[src/hdl/opr_pkg.sv]
// Types, codes and sizes for the optimal page replacement block.
// No dependencies.
package opr_pkg;

    localparam int NUM_FRAMES    = 8;
    localparam int MAX_PROCESSES = 8;
    localparam int REF_DEPTH     = 64;
    localparam int PAGE_BITS     = 10;

    localparam int FRAME_W    = $clog2(NUM_FRAMES);
    localparam int PID_W      = $clog2(MAX_PROCESSES);
    localparam int REF_IDX_W  = $clog2(REF_DEPTH);
    localparam int REF_ADDR_W = PID_W + REF_IDX_W;
    localparam int DIST_W     = $clog2(REF_DEPTH + 1);
    localparam int LIM_W      = 4;
    localparam int CNT_W      = 32;

    localparam logic [DIST_W-1:0] NEVER_AGAIN = DIST_W'(REF_DEPTH);
    localparam logic [LIM_W-1:0]  LIM_RESET   = LIM_W'(8);

    localparam logic [2:0] ACT_REQUEST = 3'd0;
    localparam logic [2:0] ACT_ADVANCE = 3'd1;
    localparam logic [2:0] ACT_APPEND  = 3'd2;
    localparam logic [2:0] ACT_NEWLIST = 3'd3;
    localparam logic [2:0] ACT_FREE    = 3'd4;
    localparam logic [2:0] ACT_CLEAR   = 3'd5;

    localparam logic [2:0] OUT_HIT     = 3'd0;
    localparam logic [2:0] OUT_FILL    = 3'd1;
    localparam logic [2:0] OUT_REPLACE = 3'd2;
    localparam logic [2:0] OUT_DONE    = 3'd3;
    localparam logic [2:0] OUT_FULL    = 3'd4;

    typedef struct packed {
        logic [2:0]           action;
        logic [PID_W-1:0]     process_id;
        logic [PAGE_BITS-1:0] page_number;
    } req_t;

    typedef struct packed {
        logic [2:0]           outcome;
        logic [FRAME_W-1:0]   frame_index;
        logic [PID_W-1:0]     victim_owner;
        logic [PAGE_BITS-1:0] victim_page;
        logic [CNT_W-1:0]     hit_total;
        logic [CNT_W-1:0]     fault_total;
        logic [CNT_W-1:0]     replacement_total;
        logic [LIM_W-1:0]     frames_used;
    } rsp_t;

    typedef struct packed {
        logic load;
        logic exec;
        logic scan_init;
        logic scan_step;
        logic commit;
    } cmd_t;

    typedef struct packed {
        logic needs_scan;
        logic scan_last;
    } status_t;

endpackage

[src/hdl/opr_ctrl.sv]
// Sequencer for request handling and the victim scan.
// Depends on opr_pkg.
module opr_ctrl (
    input  logic             clk,
    input  logic             rst_n,
    input  logic             start,
    input  opr_pkg::status_t status,
    output opr_pkg::cmd_t    cmd,
    output logic             busy
);
    import opr_pkg::*;

    typedef enum logic [3:0] {
        S_IDLE   = 4'b0001,
        S_EXEC   = 4'b0010,
        S_SCAN   = 4'b0100,
        S_COMMIT = 4'b1000
    } state_t;

    state_t state_reg, state_next;

    always_comb
    begin
        state_next = state_reg;
        cmd        = '0;
        unique case (state_reg)
            S_IDLE:
            begin
                cmd.load = start;
                if (start)
                begin
                    state_next = S_EXEC;
                end
            end
            S_EXEC:
            begin
                if (status.needs_scan)
                begin
                    cmd.scan_init = 1'b1;
                    state_next    = S_SCAN;
                end
                else
                begin
                    cmd.exec   = 1'b1;
                    state_next = S_IDLE;
                end
            end
            S_SCAN:
            begin
                cmd.scan_step = 1'b1;
                if (status.scan_last)
                begin
                    state_next = S_COMMIT;
                end
            end
            S_COMMIT:
            begin
                cmd.commit = 1'b1;
                state_next = S_IDLE;
            end
            default:
            begin
                state_next = S_IDLE;
            end
        endcase
    end

    always_ff @(posedge clk or negedge rst_n)
    begin
        if (!rst_n)
        begin
            state_reg <= S_IDLE;
        end
        else
        begin
            state_reg <= state_next;
        end
    end

    assign busy = (state_reg != S_IDLE);

endmodule

[config.mk]
export PLATFORM = sky130hd
export DESIGN_NAME = opr_ctrl
export DESIGN_NICKNAME = d
export VERILOG_FILES = /design/src/hdl/opr_pkg.sv /design/src/hdl/opr_ctrl.sv
export SDC_FILE = /design/constraint.sdc
export NUM_CORES = 1
export LEC_CHECK = 0
export ABC_CLOCK_PERIOD_IN_PS = 1400
export BUFFER_PORTS_ARGS = -buffer_cell sky130_fd_sc_hd__buf_2
export CAP_MARGIN = 0
export CORE_AREA = 5 5 42 44
export DETAILED_ROUTE_END_ITERATION = 8
export DIE_AREA = 0 0 47 49
export HOLD_SLACK_MARGIN = 0.08
export PLACE_DENSITY_LB_ADDON = 0.12
export SETUP_SLACK_MARGIN = 0.1
export SLEW_MARGIN = 10
export SYNTH_ARGS = -nofsm -noshare
export SYNTH_HDL_FRONTEND = slang
export SYNTH_SLANG_ARGS = --single-unit
[constraint.sdc]
create_clock -name clk -period 1.4 [get_ports clk]
set_clock_uncertainty 0.15 [all_clocks]
set_input_delay 0 -clock clk [delete_from_list [all_inputs] [get_ports clk]]
set_output_delay 0 -clock clk [all_outputs]
set_load 0.01 [all_outputs]
==> results.sh <==
export IMPL_worstPathRequired_ns=1.25
export IMPL_clk_pin_slew_ns=0.04
export IMPL_initial_utilization=0.170
export IMPL_fmax_mhz=718
export IMPL_grtUsageTotal=0.0797
export IMPL_utilization=0.346
export IMPL_yosys_register_bits=4
export IMPL_swShare=0.339
export IMPL_yosysSeqAreaShare=0.426
export IMPL_period_minus_slack_ns=1.39
export IMPL_maxCapViolations=0
export IMPL_hold_violations=0
export IMPL_yosys_top_cells_area="dfrtp_1 (32%), dfstp_2 (11%), and2_1 (7.9%)"
export IMPL_pwr_density_cell_nw_per_um2=1460
export IMPL_worstPathArrival_ns=1.24
export IMPL_clockRootBuffer="clkbuf_4"
export IMPL_p_total_w=0.000709
export IMPL_final_layout_size_suffix_gt1_frac=0.583
export IMPL_critPathTopFamily="flip-flops"
export IMPL_setup_viol=0
export IMPL_slew_limit_headroom=0.843
export IMPL_grt_pass1_wl_mm=1.23
export IMPL_cts_buffers_inserted=3
export IMPL_worst_pin_slew_ns=0.233
export IMPL_io_pins=11
export IMPL_ir_worst_vdd_v=0.000588
export IMPL_first_pass_iters=4
export IMPL_synth_cell_type_count=16
export IMPL_fin_nets=54
export IMPL_wl_met1_um=339
export IMPL_critPathMaxFanout=5
export IMPL_viasPerCell=4.52
export IMPL_grt_setup_unrepaired="true"
export IMPL_grt_max_degree=8
export IMPL_fp_dieW_um=47
export IMPL_row_count=14
export IMPL_p_comb_frac=0.500
export IMPL_largest_reg_flops=4
export IMPL_p_leak_nw=0.224
export IMPL_dr_total_vias=289
export IMPL_internal_power_w=0.000469
export IMPL_synthesis_instances=22
export IMPL_io_buffers=10
export IMPL_cts_buffer_depth=2
export IMPL_run_status="finished, final reports clean"
export IMPL_netlist_area_um2=238
export IMPL_overflow=0
export IMPL_slew_violations=0
export IMPL_core_area_um2=1400
export IMPL_synth_largest_area_cell="dfrtp_1"
export IMPL_crit_buf_inv=1
export IMPL_dpl_hpwl_um=472
export IMPL_first_iter_violations=3
export IMPL_cpPeakStageDelay_ns=0.57
export IMPL_p_sw_w=0.000240
export IMPL_place_congestion=0.662
export IMPL_p_seq_frac=0.270
export IMPL_post_drt_wl_per_cell_um=12.8
export IMPL_diodes=0
export IMPL_dr_wl_met2_um=417
export IMPL_fin_crit_sh=0.995
export IMPL_fp_dieH_um=49
export IMPL_routed_wl_um=817
export IMPL_hp_class="in2async"
export IMPL_synth_warnings=0
export IMPL_htree_levels=1
export IMPL_wl_met3_um=47
export IMPL_routed_top_layer="met4"
export IMPL_antenna_found_initial=0
export IMPL_area_growth_pct=104
export IMPL_holdWs_ns=0.0848
export IMPL_die_area_um2=2300
export IMPL_synth_top_area_frac=0.316
export IMPL_cts_tree="done"
export IMPL_ant_nets=0
export IMPL_cts_sinks=4
export IMPL_worstSkewPairLatency_ns=0.24
export IMPL_cp_end_kind="primary output"
export IMPL_syn_nets=27
export IMPL_path_cells="and3b_1, and2_1, buf_2"
export IMPL_path_class="reg2out"
export IMPL_drc=0
export IMPL_avgSynthCellArea_um2=10.8
export IMPL_p_clk_frac=0.230
export IMPL_slowest_stage="dfstp_2"
export IMPL_first_global_vias=299
export IMPL_startpoint_type="flop"
==> power groups by stage <==
stage | Sequential, W | Combinational (W) | Clock (W)
3_5_place_dp | 0.000212 | 0.000189 | 0
5_1_grt | 0.000196 | 0.000382 | 0.000180
6_report | 0.000192 | 0.000354 | 0.000163
2_1_floorplan | 0.000201 | 0.000109 | 0
3_3_place_gp | 0.000209 | 0.000189 | 0
4_1_cts | 0.000195 | 0.000278 | 0.000172
==> layout by cell type, fill, tap and decap left out, types with 2 or more instances in the layout <==
cell / n
nand3b_1: 2
and2_1: 3
dlygate4sd3_1: 5
buf_4: 4
buf_2: 10
buf_6: 4
clkbuf_4: 3
and3b_1: 2
dfrtp_1: 2
==> layer usage <==
| layer | global-route usage | vias up |
|---|---|---|
| met2 | 0.109 | 11 |
| met5 | 0 | - |
| met1 | 0.0773 | 140 |
| met4 | 0.0829 | 0 |
| li1 | - | 136 |
| met3 | 0.0443 | 2 |
==> cells by family (layout without fill, tap and decap cells) <==
| family | after synthesis | in the layout | share of synthesized area |
|---|---|---|---|
| AND/OR/NAND/NOR | 13 | 13 | 0.416 |
| flip-flops | 4 | 4 | 0.426 |
| AO/OA/AOI/OAI | 3 | 3 | 0.111 |
| buffers and inverters | 2 | 28 | 0.0474 |
==> repair_timing <==
action | in CTS | in global routing
hold endpoints to repair | 7 | 0
pin swaps | 5 | 1
gates resized for setup | 2 | 7
setup buffers | 4 | 2
hold buffers | 5 | 0
setup endpoints to repair | 6 | 8
==> area by class of cell <==
class	count	area, um^2
Clock buffer	4	26.3
Fill cell	153	917
Inverter	1	3.75
Multi-Input combinational cell	16	156
Sequential cell	4	103
Tap cell	16	20.0
Timing Repair Buffer	23	175
==> cells in the mapped netlist <==
cell and count:
o311ai_1 1, nor4bb_1 1, and3b_1 2, a211oi_2 1
nand3b_1 2, o21ai_0 1, nor4b_1 1, buf_4 1
nor4_1 1, and4b_1 1, and2_1 3, dfstp_2 1
inv_1 1, nor2_1 1, or3b_1 1, dfrtp_1 3
==> metrics by stage <==
step	setup TNS [ns]	setup slack, ns	cell area [um^2]	instances
floorplan	0	0.150	244	22
detailed placement	0	0.120	322	49
finish	0	0.00658	484	64
global placement	0	0.113	322	49
global route	-0.161	-0.0488	484	64
CTS	-0.0362	-0.0197	438	62
==> path summary, 6_finish.rpt <==
check,endpoint,depth (start not counted),startpoint,slack (ns)
max,cmd[4],3,state_reg[0]$_DFFE_PN1P_,0.007
min,state_reg[0]$_DFFE_PN1P_,2,rst_n,0.08
max reg2reg,state_reg[2]$_DFFE_PN0P_,3,state_reg[2]$_DFFE_PN0P_,0.08
min reg2reg,state_reg[2]$_DFFE_PN0P_,1,state_reg[0]$_DFFE_PN1P_,0.42
max in group asynchronous,state_reg[3]$_DFFE_PN0P_,3,rst_n,0.45
min in group clk,state_reg[3]$_DFFE_PN0P_,3,status[0],0.38
Note: power is estimated with default switching activity, not from simulation.
